## src/hw/rtl/srsg_pkg.sv

```systemverilog
// Shared widths, register indexes, reset values and fixed-point constants
// for the stepper ramp step generator. No dependencies.
package srsg_pkg;

	// Field widths of the item and result beats.
	localparam int SPEED_W   = 24;
	localparam int ELAPSED_W = 16;

	// Configuration registers.
	localparam int ACCEL_W    = 20;
	localparam int THRESH_W   = 16;
	localparam int CFG_DATA_W = 20;
	localparam int CFG_IDX_W  = 1;

	localparam logic [CFG_IDX_W-1:0] REG_MAX_ACCEL      = 1'd0;
	localparam logic [CFG_IDX_W-1:0] REG_STOP_THRESHOLD = 1'd1;

	localparam logic [ACCEL_W-1:0]  MAX_ACCEL_RST      = 20'd4000;
	localparam logic [THRESH_W-1:0] STOP_THRESHOLD_RST = 16'd256;

	// One second in microseconds, and the saturation points of the ramp math.
	localparam int               US_W          = 20;
	localparam logic [US_W-1:0]  US_PER_SECOND = 20'd1000000;
	localparam int PRODUCT_CAP_LOG2 = 40;
	localparam int DELTA_CAP_LOG2   = 25;
	localparam int DELTA_W          = DELTA_CAP_LOG2 + 1;

	// Defaults for the top-level parameters.
	localparam int DEF_SPEED_FRAC_BITS = 8;
	localparam int DEF_TIME_WIDTH      = 32;

endpackage

```

## src/hw/rtl/stepper_ramp_step_generator.sv

```systemverilog
// Top level of the stepper ramp step generator: handshakes, configuration
// registers, motion state and the sequencer. Depends on srsg_pkg,
// srsg_ramp_delta and srsg_step_test.
//
// One item is worked on at a time. A disabled item, or one with no elapsed
// time since the last ramp, goes from ST_PREP straight to ST_FINISH. An item
// that ramps the speed passes through the bit-serial accel * dt multiplier,
// the restoring divider by one million and, unless the new speed falls below
// the stop threshold, the serial step-interval multiplier. The result sits in
// an output register, so the next item is taken while a result beat still
// waits for out_ready; that item then waits in ST_FINISH until the beat is
// taken.
module stepper_ramp_step_generator #(
	parameter int SPEED_FRAC_BITS = srsg_pkg::DEF_SPEED_FRAC_BITS,
	parameter int TIME_WIDTH      = srsg_pkg::DEF_TIME_WIDTH
) (
	input  logic                              clk,
	input  logic                              arst_n,
	// Configuration write port.
	input  logic                              cfg_wr_en,
	input  logic [srsg_pkg::CFG_IDX_W-1:0]    cfg_index,
	input  logic [srsg_pkg::CFG_DATA_W-1:0]   cfg_wdata,
	// Item channel.
	input  logic                              in_valid,
	output logic                              in_ready,
	input  logic [srsg_pkg::ELAPSED_W-1:0]    elapsed_us,
	input  logic signed [srsg_pkg::SPEED_W-1:0] target_speed,
	input  logic                              enable_level,
	input  logic                              stop_now,
	// Result channel.
	output logic                              out_valid,
	input  logic                              out_ready,
	output logic                              step_pulse,
	output logic                              dir_forward,
	output logic                              driver_enable_n,
	output logic signed [srsg_pkg::SPEED_W-1:0] speed_now
);
	import srsg_pkg::*;

	localparam int RAMP_W = DELTA_W + 1;

	typedef enum logic [2:0] {
		ST_IDLE,
		ST_PREP,
		ST_RAMP,
		ST_CHECK,
		ST_STEP,
		ST_FINISH
	} state_t;

	state_t                     state_q;
	logic [ACCEL_W-1:0]         max_accel_q;
	logic [THRESH_W-1:0]        stop_thr_q;
	logic signed [SPEED_W-1:0]  speed_q;
	logic signed [SPEED_W-1:0]  tgt_q;
	logic                       en_q;
	logic                       stop_q;
	logic [TIME_WIDTH-1:0]      since_upd_q;
	logic [TIME_WIDTH-1:0]      since_step_q;
	logic                       dir_q;
	logic                       is_en_q;
	logic                       step_q;
	logic                       out_valid_q;
	logic                       step_pulse_q;
	logic                       dir_forward_q;
	logic                       driver_enable_n_q;
	logic signed [SPEED_W-1:0]  speed_now_q;

	logic [TIME_WIDTH:0]        upd_sum;
	logic [TIME_WIDTH-1:0]      upd_sat;
	logic [TIME_WIDTH:0]        stp_sum;
	logic [TIME_WIDTH-1:0]      stp_sat;
	logic                       ramp_start;
	logic                       ramp_done;
	logic [DELTA_W-1:0]         ramp_delta;
	logic                       step_start;
	logic                       step_done;
	logic                       step_hit;
	logic signed [RAMP_W-1:0]   cur_x;
	logic signed [RAMP_W-1:0]   tgt_x;
	logic signed [RAMP_W-1:0]   dlt_x;
	logic signed [RAMP_W-1:0]   ramp_sum;
	logic signed [SPEED_W-1:0]  ramp_speed;
	logic [SPEED_W-1:0]         mag;
	logic                       below;
	logic                       out_free;

	// Saturating timers.
	assign upd_sum = {1'b0, since_upd_q} + (TIME_WIDTH + 1)'(elapsed_us);
	assign upd_sat = upd_sum[TIME_WIDTH] ? '1 : upd_sum[TIME_WIDTH-1:0];
	assign stp_sum = {1'b0, since_step_q} + (TIME_WIDTH + 1)'(elapsed_us);
	assign stp_sat = stp_sum[TIME_WIDTH] ? '1 : stp_sum[TIME_WIDTH-1:0];

	// Ramp toward the target by at most one delta, never passing it.
	always_comb begin
		cur_x = RAMP_W'(speed_q);
		tgt_x = RAMP_W'(tgt_q);
		dlt_x = signed'(RAMP_W'(ramp_delta));
		if (tgt_x > cur_x) begin
			ramp_sum = cur_x + dlt_x;
			if (ramp_sum > tgt_x) begin
				ramp_sum = tgt_x;
			end
		end else if (tgt_x < cur_x) begin
			ramp_sum = cur_x - dlt_x;
			if (ramp_sum < tgt_x) begin
				ramp_sum = tgt_x;
			end
		end else begin
			ramp_sum = cur_x;
		end
	end
	assign ramp_speed = signed'(ramp_sum[SPEED_W-1:0]);

	// Magnitude and stop region.
	assign mag   = speed_q[SPEED_W-1] ? unsigned'(-speed_q) : unsigned'(speed_q);
	assign below = mag < SPEED_W'(stop_thr_q);

	assign ramp_start = (state_q == ST_PREP) && en_q && (since_upd_q != '0);
	assign step_start = (state_q == ST_CHECK) && !below;
	assign out_free   = !out_valid_q || out_ready;

	srsg_ramp_delta #(
		.TIME_WIDTH      (TIME_WIDTH),
		.SPEED_FRAC_BITS (SPEED_FRAC_BITS)
	) u_ramp (
		.clk    (clk),
		.arst_n (arst_n),
		.start  (ramp_start),
		.dt     (since_upd_q),
		.accel  (max_accel_q),
		.done   (ramp_done),
		.delta  (ramp_delta)
	);

	srsg_step_test #(
		.TIME_WIDTH      (TIME_WIDTH),
		.SPEED_FRAC_BITS (SPEED_FRAC_BITS)
	) u_step (
		.clk    (clk),
		.arst_n (arst_n),
		.start  (step_start),
		.since  (since_step_q),
		.mag    (mag),
		.done   (step_done),
		.hit    (step_hit)
	);

	// Sequencer, motion state, configuration and the result register.
	always_ff @(posedge clk or negedge arst_n) begin
		if (!arst_n) begin
			state_q           <= ST_IDLE;
			max_accel_q       <= MAX_ACCEL_RST;
			stop_thr_q        <= STOP_THRESHOLD_RST;
			speed_q           <= '0;
			tgt_q             <= '0;
			en_q              <= 1'b0;
			stop_q            <= 1'b0;
			since_upd_q       <= '0;
			since_step_q      <= '0;
			dir_q             <= 1'b1;
			is_en_q           <= 1'b0;
			step_q            <= 1'b0;
			out_valid_q       <= 1'b0;
			step_pulse_q      <= 1'b0;
			dir_forward_q     <= 1'b1;
			driver_enable_n_q <= 1'b1;
			speed_now_q       <= '0;
		end else begin
			if (cfg_wr_en) begin
				case (cfg_index)
					REG_MAX_ACCEL:      max_accel_q <= cfg_wdata[ACCEL_W-1:0];
					REG_STOP_THRESHOLD: stop_thr_q  <= cfg_wdata[THRESH_W-1:0];
					default: ;
				endcase
			end

			// A taken beat empties the result register unless the next one loads it.
			if (out_valid_q && out_ready && (state_q != ST_FINISH)) begin
				out_valid_q <= 1'b0;
			end

			case (state_q)
				ST_IDLE: begin
					if (in_valid) begin
						tgt_q        <= target_speed;
						en_q         <= enable_level;
						stop_q       <= stop_now;
						since_upd_q  <= upd_sat;
						since_step_q <= stp_sat;
						step_q       <= 1'b0;
						state_q      <= ST_PREP;
					end
				end
				ST_PREP: begin
					if (!en_q) begin
						is_en_q <= 1'b0;
						speed_q <= '0;
						state_q <= ST_FINISH;
					end else begin
						is_en_q <= 1'b1;
						if (stop_q) begin
							speed_q <= '0;
							tgt_q   <= '0;
						end
						if (since_upd_q == '0) begin
							state_q <= ST_FINISH;
						end else begin
							since_upd_q <= '0;
							state_q     <= ST_RAMP;
						end
					end
				end
				ST_RAMP: begin
					if (ramp_done) begin
						speed_q <= ramp_speed;
						state_q <= ST_CHECK;
					end
				end
				ST_CHECK: begin
					if (below) begin
						speed_q <= '0;
						state_q <= ST_FINISH;
					end else begin
						dir_q   <= !speed_q[SPEED_W-1] && (speed_q != '0);
						state_q <= ST_STEP;
					end
				end
				ST_STEP: begin
					if (step_done) begin
						if (step_hit) begin
							step_q       <= 1'b1;
							since_step_q <= '0;
						end
						state_q <= ST_FINISH;
					end
				end
				ST_FINISH: begin
					if (out_free) begin
						out_valid_q       <= 1'b1;
						step_pulse_q      <= step_q;
						dir_forward_q     <= dir_q;
						driver_enable_n_q <= !is_en_q;
						speed_now_q       <= speed_q;
						state_q           <= ST_IDLE;
					end
				end
				default: begin
					state_q <= ST_IDLE;
				end
			endcase
		end
	end

	assign in_ready        = (state_q == ST_IDLE);
	assign out_valid       = out_valid_q;
	assign step_pulse      = step_pulse_q;
	assign dir_forward     = dir_forward_q;
	assign driver_enable_n = driver_enable_n_q;
	assign speed_now       = speed_now_q;

	// A step beat only comes from an enabled, moving motor.
	a_step_needs_enable: assert property (@(posedge clk) disable iff (!arst_n)
		(out_valid && step_pulse) |-> !driver_enable_n)
		else $error("step beat while drivers disabled");

	a_step_needs_speed: assert property (@(posedge clk) disable iff (!arst_n)
		(out_valid && step_pulse) |-> (speed_now != '0))
		else $error("step beat at zero speed");

	// Disabled beats always report a cleared speed.
	a_disabled_zero_speed: assert property (@(posedge clk) disable iff (!arst_n)
		(out_valid && driver_enable_n) |-> (speed_now == '0))
		else $error("disabled beat with nonzero speed");

	// Only one item is in work at a time.
	a_one_item: assert property (@(posedge clk) disable iff (!arst_n)
		(in_valid && in_ready) |=> !in_ready)
		else $error("second item accepted while one is in work");

endmodule

```

## src/hw/rtl/srsg_ramp_delta.sv

```systemverilog
// Bit-serial ramp step unit: max_accel * dt by shift-and-add, capped, then
// divided by one million with a restoring divider, one bit per cycle.
// Depends on srsg_pkg.
module srsg_ramp_delta #(
	parameter int TIME_WIDTH      = srsg_pkg::DEF_TIME_WIDTH,
	parameter int SPEED_FRAC_BITS = srsg_pkg::DEF_SPEED_FRAC_BITS
) (
	input  logic                         clk,
	input  logic                         arst_n,
	input  logic                         start,
	input  logic [TIME_WIDTH-1:0]        dt,
	input  logic [srsg_pkg::ACCEL_W-1:0] accel,
	output logic                         done,
	output logic [srsg_pkg::DELTA_W-1:0] delta
);
	import srsg_pkg::*;

	localparam int PROD_W   = ACCEL_W + TIME_WIDTH;
	localparam int CAPPED_W = PRODUCT_CAP_LOG2 + 1;
	localparam int PEXT_W   = (PROD_W > CAPPED_W) ? PROD_W : CAPPED_W;
	localparam int DIVN     = CAPPED_W + SPEED_FRAC_BITS;
	localparam int CNT_MAX  = (DIVN > TIME_WIDTH) ? DIVN : TIME_WIDTH;
	localparam int CNT_W    = $clog2(CNT_MAX + 1);

	localparam logic [PEXT_W-1:0]  PRODUCT_CAP = PEXT_W'(1) << PRODUCT_CAP_LOG2;
	localparam logic [DELTA_W-1:0] DELTA_CAP   = DELTA_W'(1) << DELTA_CAP_LOG2;

	typedef enum logic [1:0] {
		ST_IDLE,
		ST_MUL,
		ST_CAP,
		ST_DIV
	} state_t;

	state_t               state_q;
	logic [CNT_W-1:0]     cnt_q;
	logic [ACCEL_W-1:0]   accel_q;
	logic [ACCEL_W-1:0]   acc_q;
	logic [TIME_WIDTH-1:0] mlr_q;
	logic [DIVN-1:0]      div_q;
	logic [US_W-1:0]      rem_q;
	logic [DELTA_W-1:0]   quo_q;
	logic                 ovf_q;
	logic                 done_q;
	logic [DELTA_W-1:0]   delta_q;

	logic [ACCEL_W:0]     mul_sum;
	logic [PEXT_W-1:0]    prod_ext;
	logic [CAPPED_W-1:0]  prod_capped;
	logic [US_W:0]        div_trial;
	logic                 div_ge;
	logic [US_W-1:0]      div_rem;
	logic [DELTA_W-1:0]   quo_next;
	logic                 ovf_next;
	logic [DELTA_W-1:0]   delta_final;

	// Shift-and-add multiplier step: the low product bits shift into the
	// multiplier register as its bits are used up.
	assign mul_sum = {1'b0, acc_q} + (mlr_q[0] ? {1'b0, accel_q} : '0);

	// Product cap at 2^40.
	assign prod_ext    = PEXT_W'({acc_q, mlr_q});
	assign prod_capped = (prod_ext > PRODUCT_CAP) ? CAPPED_W'(PRODUCT_CAP)
		: prod_ext[CAPPED_W-1:0];

	// Restoring division by one million, dividend fed MSB first.
	assign div_trial = {rem_q, div_q[DIVN-1]};
	assign div_ge    = div_trial >= {1'b0, US_PER_SECOND};
	assign div_rem   = div_ge ? US_W'(div_trial - {1'b0, US_PER_SECOND})
		: div_trial[US_W-1:0];

	// Quotient bits above the cap are folded into a sticky overflow flag.
	assign quo_next    = {quo_q[DELTA_W-2:0], div_ge};
	assign ovf_next    = ovf_q | quo_q[DELTA_W-1];
	assign delta_final = (ovf_next || (quo_next[DELTA_W-1] && |quo_next[DELTA_W-2:0]))
		? DELTA_CAP : quo_next;

	// Sequencer and datapath registers.
	always_ff @(posedge clk or negedge arst_n) begin
		if (!arst_n) begin
			state_q <= ST_IDLE;
			cnt_q   <= '0;
			accel_q <= '0;
			acc_q   <= '0;
			mlr_q   <= '0;
			div_q   <= '0;
			rem_q   <= '0;
			quo_q   <= '0;
			ovf_q   <= 1'b0;
			done_q  <= 1'b0;
			delta_q <= '0;
		end else begin
			done_q <= (state_q == ST_DIV) && (cnt_q == '0);
			case (state_q)
				ST_IDLE: begin
					if (start) begin
						accel_q <= accel;
						mlr_q   <= dt;
						acc_q   <= '0;
						cnt_q   <= CNT_W'(TIME_WIDTH - 1);
						state_q <= ST_MUL;
					end
				end
				ST_MUL: begin
					acc_q <= mul_sum[ACCEL_W:1];
					mlr_q <= {mul_sum[0], mlr_q[TIME_WIDTH-1:1]};
					if (cnt_q == '0) begin
						state_q <= ST_CAP;
					end else begin
						cnt_q <= cnt_q - 1'b1;
					end
				end
				ST_CAP: begin
					div_q   <= DIVN'(prod_capped) << SPEED_FRAC_BITS;
					rem_q   <= '0;
					quo_q   <= '0;
					ovf_q   <= 1'b0;
					cnt_q   <= CNT_W'(DIVN - 1);
					state_q <= ST_DIV;
				end
				ST_DIV: begin
					div_q <= div_q << 1;
					rem_q <= div_rem;
					quo_q <= quo_next;
					ovf_q <= ovf_next;
					if (cnt_q == '0) begin
						delta_q <= delta_final;
						state_q <= ST_IDLE;
					end else begin
						cnt_q <= cnt_q - 1'b1;
					end
				end
				default: begin
					state_q <= ST_IDLE;
				end
			endcase
		end
	end

	assign done  = done_q;
	assign delta = delta_q;

endmodule

```

## src/hw/rtl/srsg_step_test.sv

```systemverilog
// Bit-serial step test: (since_step + 1) * |speed| against one million
// scaled by 2^SPEED_FRAC_BITS, low bits compared LSB first as they appear.
// Depends on srsg_pkg.
module srsg_step_test #(
	parameter int TIME_WIDTH      = srsg_pkg::DEF_TIME_WIDTH,
	parameter int SPEED_FRAC_BITS = srsg_pkg::DEF_SPEED_FRAC_BITS
) (
	input  logic                         clk,
	input  logic                         arst_n,
	input  logic                         start,
	input  logic [TIME_WIDTH-1:0]        since,
	input  logic [srsg_pkg::SPEED_W-1:0] mag,
	output logic                         done,
	output logic                         hit
);
	import srsg_pkg::*;

	localparam int OPA_W = TIME_WIDTH + 1;
	localparam int CNT_W = $clog2(SPEED_W);

	localparam logic [63:0] LIMIT    = 64'(US_PER_SECOND) << SPEED_FRAC_BITS;
	localparam logic [63:0] LIMIT_HI = LIMIT >> SPEED_W;

	typedef enum logic {
		ST_IDLE,
		ST_MUL
	} state_t;

	state_t             state_q;
	logic [CNT_W-1:0]   cnt_q;
	logic [OPA_W-1:0]   opa_q;
	logic [OPA_W-1:0]   acc_q;
	logic [SPEED_W-1:0] mlr_q;
	logic [SPEED_W-1:0] lim_q;
	logic               gt_q;
	logic               done_q;
	logic               hit_q;

	logic [OPA_W:0]     sum;
	logic [OPA_W-1:0]   acc_next;
	logic               gt_next;
	logic               hit_final;

	// One partial product per cycle; the bit that drops out is final.
	assign sum      = {1'b0, acc_q} + (mlr_q[0] ? {1'b0, opa_q} : '0);
	assign acc_next = sum[OPA_W:1];

	// Serial magnitude compare of the low product bits, LSB first.
	assign gt_next = (sum[0] & ~lim_q[0]) | (~(sum[0] ^ lim_q[0]) & gt_q);

	// The upper product half decides unless it ties with the limit.
	assign hit_final = (64'(acc_next) > LIMIT_HI)
		|| ((64'(acc_next) == LIMIT_HI) && gt_next);

	always_ff @(posedge clk or negedge arst_n) begin
		if (!arst_n) begin
			state_q <= ST_IDLE;
			cnt_q   <= '0;
			opa_q   <= '0;
			acc_q   <= '0;
			mlr_q   <= '0;
			lim_q   <= '0;
			gt_q    <= 1'b0;
			done_q  <= 1'b0;
			hit_q   <= 1'b0;
		end else begin
			done_q <= (state_q == ST_MUL) && (cnt_q == '0);
			case (state_q)
				ST_IDLE: begin
					if (start) begin
						opa_q   <= OPA_W'(since) + OPA_W'(1);
						acc_q   <= '0;
						mlr_q   <= mag;
						lim_q   <= LIMIT[SPEED_W-1:0];
						gt_q    <= 1'b0;
						cnt_q   <= CNT_W'(SPEED_W - 1);
						state_q <= ST_MUL;
					end
				end
				ST_MUL: begin
					acc_q <= acc_next;
					mlr_q <= mlr_q >> 1;
					lim_q <= lim_q >> 1;
					gt_q  <= gt_next;
					if (cnt_q == '0) begin
						hit_q   <= hit_final;
						state_q <= ST_IDLE;
					end else begin
						cnt_q <= cnt_q - 1'b1;
					end
				end
				default: begin
					state_q <= ST_IDLE;
				end
			endcase
		end
	end

	assign done = done_q;
	assign hit  = hit_q;

endmodule
```

## config.mk

```make
export PLATFORM = sky130hd
export DESIGN_NAME = stepper_ramp_step_generator
export DESIGN_NICKNAME = d
export VERILOG_FILES = /design/src/hw/rtl/srsg_pkg.sv /design/src/hw/rtl/stepper_ramp_step_generator.sv /design/src/hw/rtl/srsg_ramp_delta.sv /design/src/hw/rtl/srsg_step_test.sv
export SDC_FILE = /design/constraint.sdc
export NUM_CORES = 1
export LEC_CHECK = 0
export ABC_AREA = 1
export BUFFER_PORTS_ARGS = -buffer_cell sky130_fd_sc_hd__buf_2
export CORE_UTILIZATION = 53
export CTS_CLUSTER_SIZE = 24
export DETAILED_ROUTE_END_ITERATION = 10
export PLACE_DENSITY = 0.81
export SLEW_MARGIN = 15
export SYNTH_ARGS = -nofsm -noshare
export SYNTH_HDL_FRONTEND = slang
export SYNTH_SLANG_ARGS = --single-unit
```

## constraint.sdc

```tcl
create_clock -name clk -period 12 [get_ports clk]
set_clock_uncertainty 0.05 [all_clocks]
set_input_delay 1.8 -clock clk [delete_from_list [all_inputs] [get_ports clk]]
set_output_delay 1.8 -clock clk [all_outputs]
set_load 0.01 [all_outputs]
```

* Yosys cells after proc, flatten, opt, wreduce, memory -nomap -nowiden
Cells that the tools add are included.
Word-level totals: input bits 68, register bits after elaboration 510, word-level logic and storage cells 215
Cells by class: eq/ne operators 27, reductions and logical operators 49, $add $sub $neg 11, bitwise logic cells 10, muxes and demuxes 73, magnitude comparators 8
Operator list (count):
- $mux 24 | 13
- $mux 32 | 9
- $pmux 32 s2 | 3
- $pmux 24 s2 | 3
- $pmux 49 s2 | 1
- $pmux 20 s2 | 2
- $pmux 24 s3 | 1
- $add 32x16->33 | 2
- $mux 33 | 2
- $pmux 33 s2 | 1
- $mux 20 | 3
- $gt 52x41->1 const B | 1
- $pmux 26 s2 | 1
- $mux 41 | 1
- $add 33x34->34 | 1
- $add 32x1->33 const B | 1
- $eq 33x4->1 const B | 1
- $gt 33x4->1 const B | 1
- $logic_not 32->1 | 1
- $reduce_bool 32->1 | 1
- $add 24x27->27 | 1
- $gt 27x24->1 | 1
- $lt 27x24->1 | 1
- $sub 24x27->27 | 1
- 48 further kinds | 125

* Longest topological paths before layout
Gate-level depths: netlist of run 1.
word-level depth 8, gate-level depth with buffers 28

* Hierarchy
Synthesis of run 1 repeated with hierarchy kept, for this count alone.
Second synthesis, totals: cells, all modules 5070, area total of the unflattened synthesis 35646.7 µm²
By module, submodules not included:
- stepper_ramp_step_generator | cells an instance 2569, area each 16911.2 µm², instances 1, sequential area each 4616.9 µm²
- srsg_ramp_delta | cells an instance 1317, area each 10496.3 µm², instances 1, sequential area each 4879.7 µm²
- srsg_step_test | cells an instance 1184, area each 8239.2 µm², instances 1, sequential area each 3052.9 µm²

* Worst setup path after synthesis of run 1
OpenSTA, ideal clock, no wires.
path kind register to register, start point register speed_q[0], end point register speed_q[3], setup time 0.065 ns, path slack 8.071 ns, arrival 3.814 ns, stages on the path, launching flop included 26, buffers on the path 1, cells stage by stage dfrtp_1 > ha_1 > inv_1 > fa_1 > inv_1 > nand3_1 > nand2_1 > nand2_1 > nand2_1 > inv_1 > o21ai_0 > nand4_1 > o211ai_1 > xor2_1 > ha_1 > a21oi_1 > o21ai_0 > a21o_1 > a21oi_1 > nand3_1 > nand3_1 > clkbuf_1 > nand2_1 > nand3_1 > nand3_1 > nand2_1
Between the ends: longest elaborated chain between the ends 7, elaborated cells between the ends (all ways) 18, classes of those cells add/sub: 3; order compare: 5; eq/ne: 2; mux: 7; reduce/logical: 1
Ends and longest elaborated chain:
- from (decl) | RTL line stepper_ramp_step_generator.sv:54 | logic signed [SPEED_W-1:0] speed_q;
- from (signal assigned) | RTL line stepper_ramp_step_generator.sv:216 | speed_q <= ramp_speed;
- $sub 24x27->27 | RTL line stepper_ramp_step_generator.sv:105 | ramp_sum = cur_x - dlt_x;
- $lt 27x24->1 | RTL line stepper_ramp_step_generator.sv:106 | if (ramp_sum < tgt_x) begin
- $mux 24 | RTL line stepper_ramp_step_generator.sv:106
- $mux 24 | RTL line stepper_ramp_step_generator.sv:104 | end else if (tgt_x < cur_x) begin
- $mux 24 | RTL line stepper_ramp_step_generator.sv:99 | if (tgt_x > cur_x) begin
- $mux 24 | RTL line stepper_ramp_step_generator.sv:215 | if (ramp_done) begin
- $pmux 24 s3 | RTL line stepper_ramp_step_generator.sv:183 | case (state_q)
Several ways; a longest one is shown, not always the timed one. The select of a mux whose other input is x is not followed. A chain may end at the register's enable or synchronous reset.

* Worst setup path in the final report of run 1
start point register speed_q[0], end point register speed_q[0]
The elaborated chain is that of the path after synthesis.

==> impl_metrics.toml, run 1 <==
[grt]
grt_overflow_total = 0
grt_pass1_wl_um = 162400
grt_pass1_vias = 30361
grt_max_degree = 155
track_usage_pct = 30.70
antenna_found_initial = 4

[worst_hold_path]
whs_endpoint = "u_step.mlr_q[4]"
whs_path_depth = 2
hold_start = "u_step.mlr_q[4]"
min_path_type = "reg -> reg"

[timing]
period_share_pct = 53.97
tightest_slew_ns = 1.123
final-hold-violation-count = 0
hold_slack_ns = 0.4221
setup_tns_ns = 0
max_slew_margin_pct = 24.92
setup_violations = 0
max_freq_ghz = 0.1544
rsz0062_at_grt = "no"
fin_crit_ns = 6.477
slew_violations = 0

[synthesis]
yosysSeqAreaShare_pct = 36.87
syn_inst = 4709
synth_top_cell_by_area = "dfrtp_1"
synth_nets = 5025
synth_edf_count = 0
synth_warnings = 0
ys.flop_type = "dfrtp_1"
synthArstFlopShare_pct = 100.0
synth.distinct_cells = 56
synth_top_area_share_pct = 36.10
syn-cell-area_um2 = 34040
syn_avg_cell_area_um2 = 7.228
synthTopCellsByArea = "dfrtp_1, nand2_1, ha_1, inv_1, o21ai_0"
synth_seq_cells = 501

[cts]
clock_path_buffers = 3
post_cts_buffers = 0
tritoncts = "yes"
hold_buffers = 0
clock-root-buffer = "clkbuf_16"
clk-insertion-delay-late_ns = 0.63
htreeDepth = 2
path_clk_slew_ns = 0.06
numCtsBuffers = 54
cts.sinks = 501
cts_resized = 0

[die]
fp.dieW_um = 255.4
dieHeight_um = 255.4
core_area_um2 = 63310
dieArea_um2 = 65230
rows = 92
initial_core_util_pct = 53.76
io-pin-count = 97

[placed_design]
numPortBuffers = 96
place_area_um2 = 35190
place_hpwl_um = 76200
gp_routability_congestion = 1.001

[setup_path]
crit_slowest_cell = "nand3_1"
endpoint_kind = "flop"
cpLargestDelayFamily = "simple AND/OR/NAND/NOR gates"
critical-path-max-stage-delay_ns = 0.89
worstPathArrival_ns = 6.94
rr_startpoint = "speed_q[0]"
cp.required_ns = 12.46
cpMostUsedCell = "nand3_1"
worstPathMaxFanout = 25
rr_endpoint = "speed_q[0]"
cp_num_buf_inv = 2
crit_type = "reg -> reg"
startpoint_type = "flop"
crit_chain = "inv_1, ha_1, fa_1, inv_1, nand3_1, nand3_1, nand3_1, nand2_1, nand4_1, nand3_1, nand2_1, nand3_1, xor2_1, ha_1, nand2_1, nor4_1, nand4_1, nand3_1, nand2_1, nand2_1, nand3_1, nand3_1, nand2_1"
r2r_cells = 23
rrSetupSlack_ns = 5.52

[job]
drv_cap = 0

[pwr]
power.density_nw_per_um2 = 101.9
p_leak_nw = 20.27
irDropWorstVdd_mv = 0.1055

[drt]
viasPerCell = 5.779
wl_per_cell_um = 18.07
wl_um = 101600
dr.first_iter.drc_count = 3428
ant_nets = 0
drt-pass1-iter-count = 7
remaining_drc_errors = 0
vias = 32500

[final_layout]
design_area_um2 = 37090
drive_gt1_share_pct = 6.178
final_nets = 5047
area_delta_synth_final_pct = 8.985

[status]
status = "finished clean"
[worst register-to-register path, stage by stage, from the launching register on]
cell and delay, ns:
dfrtp_1 0.45, inv_1 0.27, ha_1 0.31, fa_1 0.40, inv_1 0.07, nand3_1 0.06, nand3_1 0.23, nand3_1 0.11
nand2_1 0.21, nand4_1 0.16, nand3_1 0.17, nand2_1 0.06, nand3_1 0.12, xor2_1 0.09, ha_1 0.40, nand2_1 0.10
nor4_1 0.61, nand4_1 0.32, nand3_1 0.89, nand2_1 0.81, nand2_1 0.23, nand3_1 0.10, nand3_1 0.11, nand2_1 0.05
[through the flow]
step                instances  utilization, %  setup WS, ns  power [mW]
finish                   5624           58.59         5.523       3.781
detailed placement       5521           55.58         5.765       2.013
floorplan                4709               -         8.071       1.911
global route             5624           58.59         5.167       3.902
CTS                      5621           58.58         5.756       3.796
global placement         5521           55.58         5.788       2.007
[how the worst max path moves through the flow]
stage,endpoint,start,slack [ns],cells after the start
4_1_cts,speed_q[18],speed_q[0],5.76,23
2_1_floorplan,speed_q[3],speed_q[0],8.07,25
5_1_grt,speed_q[11],speed_q[0],5.17,23
3_3_place_gp,speed_q[18],speed_q[0],5.79,23
3_5_place_dp,speed_q[18],speed_q[0],5.77,23
6_report,speed_q[0],speed_q[0],5.52,23
[synthesized netlist by cell type (35+ instances only)]
| cell | number |
|---|---|
| nand2_1 | 1273 |
| xor2_1 | 122 |
| a31oi_1 | 35 |
| a21oi_1 | 229 |
| nor2_1 | 321 |
| clkbuf_1 | 108 |
| ha_1 | 242 |
| a22oi_1 | 39 |
| nor3_1 | 72 |
| dfrtp_1 | 491 |
| o22ai_1 | 68 |
| nand3_1 | 387 |
| nand4_1 | 78 |
| o21ai_0 | 392 |
| inv_1 | 571 |
[cell families (layout without fill, tap and decap cells)]
| kind of cell | after synthesis | count (layout) | share of synthesized area [%] |
|---|---|---|---|
| DFF | 501 | 501 | 36.87 |
| muxes | 24 | 24 | 0.7941 |
| and+or+nand+nor | 2220 | 2220 | 27.59 |
| AOI/OAI and AO/OA | 842 | 842 | 13.62 |
| buffers and inverters | 733 | 799 | 8.253 |
| adders and majority gates | 248 | 248 | 9.249 |
| other | 0 | 3 | 0 |
| xor gates and xnor gates | 141 | 141 | 3.628 |
[flip-flops by register name (all words and copies together) (netlist names), 23 cells and up]
| signal | count |
|---|---|
| u_ramp.mlr_q | 32 |
| tgt_q | 24 |
| u_step.acc_q | 33 |
| since_upd_q | 32 |
| speed_now | 24 |
| u_step.mlr_q | 24 |
| u_step.opa_q | 33 |
| since_step_q | 32 |
| u_ramp.delta | 26 |
| u_ramp.div_q | 41 |
| u_step.lim_q | 23 |
| speed_q | 24 |
| u_ramp.quo_q | 26 |
[cell type report]
type                       count  area [um2]
multi-input combinational   3475       18720
clock inverter                25       329.1
tap                          846        1059
fill                        5824       26220
clock buffer                  75        1570
sequential                   501       12550
antenna                        3       7.507
inverter                     579        2173
timing repair buffer         120       683.2
[routing by layer]
metal / wire [um] / up-vias / GRT usage [%] / share of wire (%)
met5: 13 / - / 0 / 0.013
met4: 3198 / 2 / 9.672 / 3.1
met3: 8280 / 208 / 4.752 / 8.1
met2: 45300 / 1290 / 48.20 / 45
met1: 44830 / 15389 / 43.40 / 44
li1: - / 15611 / - / -
[cell usage in the layout (no fill, tap or decap), types with 10 or more instances in the layout]
| cell | synthesis | layout |
|---|---|---|
| a21o_1 | 10 | 10 |
| a21oi_1 | 229 | 229 |
| a22oi_1 | 39 | 39 |
| a31oi_1 | 35 | 35 |
| buf_2 | 32 | 95 |
| buf_4 | 0 | 23 |
| clkbuf_16 | 0 | 54 |
| clkbuf_8 | 0 | 14 |
| dfrtp_1 | 491 | 490 |
| dfstp_2 | 10 | 10 |
| ha_1 | 242 | 241 |
| inv_1 | 571 | 570 |
| mux2_2 | 24 | 24 |
| nand2_1 | 1273 | 1273 |
| nand3_1 | 387 | 387 |
| nand3b_1 | 18 | 18 |
| nand4_1 | 78 | 78 |
| nor2_1 | 321 | 318 |
| nor2_2 | 10 | 12 |
| nor3_1 | 72 | 72 |
| nor4_1 | 31 | 31 |
| o211ai_1 | 19 | 19 |
| o21ai_0 | 392 | 392 |
| o21bai_1 | 10 | 10 |
| o22ai_1 | 68 | 68 |
| or2_2 | 13 | 13 |
| xnor2_1 | 19 | 19 |
| xor2_1 | 122 | 122 |
[power breakdown]
part           internal (mW)  switching, mW  total (mW)
logic                 0.0813          0.167       0.248
registers               1.72         0.0231        1.74
clock network           1.05          0.749        1.79
total                   2.84          0.938        3.78
Power figures use the tool's default switching activity.
==> run 2, diff against run 1 <==
Clock period 12 ns to 6.6 ns, I/O delays scaled along.
==> impl_metrics.toml, run 2 (synthesis results as in run 1) <==
[status]
status = "finished clean"

[placed_design]
numPortBuffers = 96
place_hpwl_um = 76870
dpl.cell_count = 5533
place_area_um2 = 35290
gp_routability_congestion = 1.062

[final_layout]
reg.largest.list = "u_ramp.div_q (41), u_step.acc_q (33), u_step.opa_q (33)"
area_delta_synth_final_pct = 9.139
largest-register = "u_ramp.div_q"
final_nets = 5060
diodes = 0
design_area_um2 = 37150
drive_gt1_share_pct = 6.311
final_cells = 5631
largest_reg_flops = 41
nFillCells = 5781
final_cell_mix = "nand2_1, inv_1, dfrtp_1"
final_common_cell = "nand2_1"

[die]
core_area_um2 = 63310
initial_core_util_pct = 53.76
dieHeight_um = 255.4
fp.dieW_um = 255.4
dieArea_um2 = 65230
io-pin-count = 97
rows = 92

[timing]
setup_tns_ns = 0
period_share_pct = 80.50
hold_slack_ns = 0.3487
setup_violations = 0
fin_crit_ns = 5.313
slew_violations = 0
tightest_slew_ns = 1.117
max_freq_ghz = 0.1882
rsz0062_at_grt = "no"
final-hold-violation-count = 0
max_slew_margin_pct = 25.34

[cts]
htreeDepth = 2
cts_resized = 0
hold_buffers = 0
clock-root-buffer = "clkbuf_16"
path_clk_slew_ns = 0.06
numCtsBuffers = 55
clock_path_buffers = 3
clk-insertion-delay-late_ns = 0.64
post_cts_buffers = 0
tritoncts = "yes"
cts.sinks = 501

[drt]
vias = 32723
wl_per_cell_um = 18.23
dr.first_iter.drc_count = 3531
viasPerCell = 5.811
ant_nets = 0
remaining_drc_errors = 0
drt-pass1-iter-count = 6
wl_um = 102700

[grt]
grt_overflow_total = 0
track_usage_pct = 31.01
antenna_found_initial = 0
grt_pass1_vias = 30426
grt_pass1_wl_um = 164100
grt_max_degree = 112

[worst_hold_path]
min_path_type = "in -> async"

[pwr]
p_comb_share_pct = 6.7
power.share.clock_pct = 46.9
power.density_nw_per_um2 = 183.7
swShare_pct = 24.87
p_leak_nw = 20.33
irDropWorstVdd_mv = 0.1917
p_seq_share_pct = 46.4
power_switching_mw = 1.697
p_int_mw = 5.126

[setup_path]
cp.required_ns = 7.05
startpoint_type = "flop"
crit_type = "reg -> reg"
worstPathArrival_ns = 5.76
endpoint_kind = "flop"
worstPathMaxFanout = 25

[job]
drv_cap = 0
-- run 2: final cells by class --
class	count	area (um2)	area share, %
multi-input cells	3475	18720	50.40
flip-flops and latches	501	12550	33.79
inverters	579	2173	5.851
clock buffers	76	1565	4.214
well taps	846	1059	2.850
repair buffers	132	785.8	2.115
clock inverters	22	291.5	0.7848
-- run 2: critical path, stage by stage (launching register included) --
cell and delay, ns:
dfrtp_1 0.42, inv_1 0.20, ha_1 0.27, fa_1 0.41
inv_1 0.08, nand3_1 0.06, nand3_1 0.23, nand3_1 0.11
nand2_1 0.20, nand4_1 0.14, nand3_1 0.19, nand2_1 0.07
nand3_1 0.09, xor2_1 0.08, ha_1 0.40, nand2_1 0.12
nor4_1 0.48, nand4_1 0.29, nand3_1 0.16, buf_4 0.30
nand2_1 0.25, buf_4 0.27, nand2_1 0.08, nand3_1 0.07
nand3_1 0.12, nand2_1 0.05
-- run 2: power by group through the flow --
stage / clock network (mW) / registers (mW) / logic [mW]
2_1_floorplan: 0 / 3.20 / 0.276
3_3_place_gp: 0 / 3.22 / 0.441
3_5_place_dp: 0 / 3.22 / 0.451
4_1_cts: 3.24 / 3.16 / 0.455
5_1_grt: 3.36 / 3.17 / 0.515
6_report: 3.20 / 3.16 / 0.456
-- run 2: final timing paths --
check,end,slack [ns],cells after the start,start
worst max-delay path,speed_q[23],1.29,25,speed_q[0]
worst min-delay path,u_ramp.acc_q[13],0.35,1,arst_n
worst max register to register,speed_q[23],1.29,25,speed_q[0]
worst min register to register,u_step.mlr_q[5],0.42,2,u_step.mlr_q[5]
max in group asynchronous,u_step.acc_q[26],4.64,2,arst_n
min in group clk,u_step.mlr_q[5],0.42,2,u_step.mlr_q[5]
-- run 2: per-stage QoR --
stage | setup slack (ns) | util [%] | total power, mW
floorplan | 2.671 | - | 3.474
global placement | 1.689 | 55.74 | 3.657
detailed placement | 1.506 | 55.74 | 3.667
CTS | 1.496 | 58.67 | 6.854
global route | 0.9125 | 58.67 | 7.042
finish | 1.287 | 58.67 | 6.823
-- run 2: per-layer routing --
metal	routed length, um	global-route usage, %	part of all wire, %	vias up
li1	-	-	-	15627
met1	45860	44.66	45	15631
met2	45970	48.72	45	1277
met3	8017	4.325	7.8	188
met4	2835	8.417	2.8	0
met5	0	0	0	-
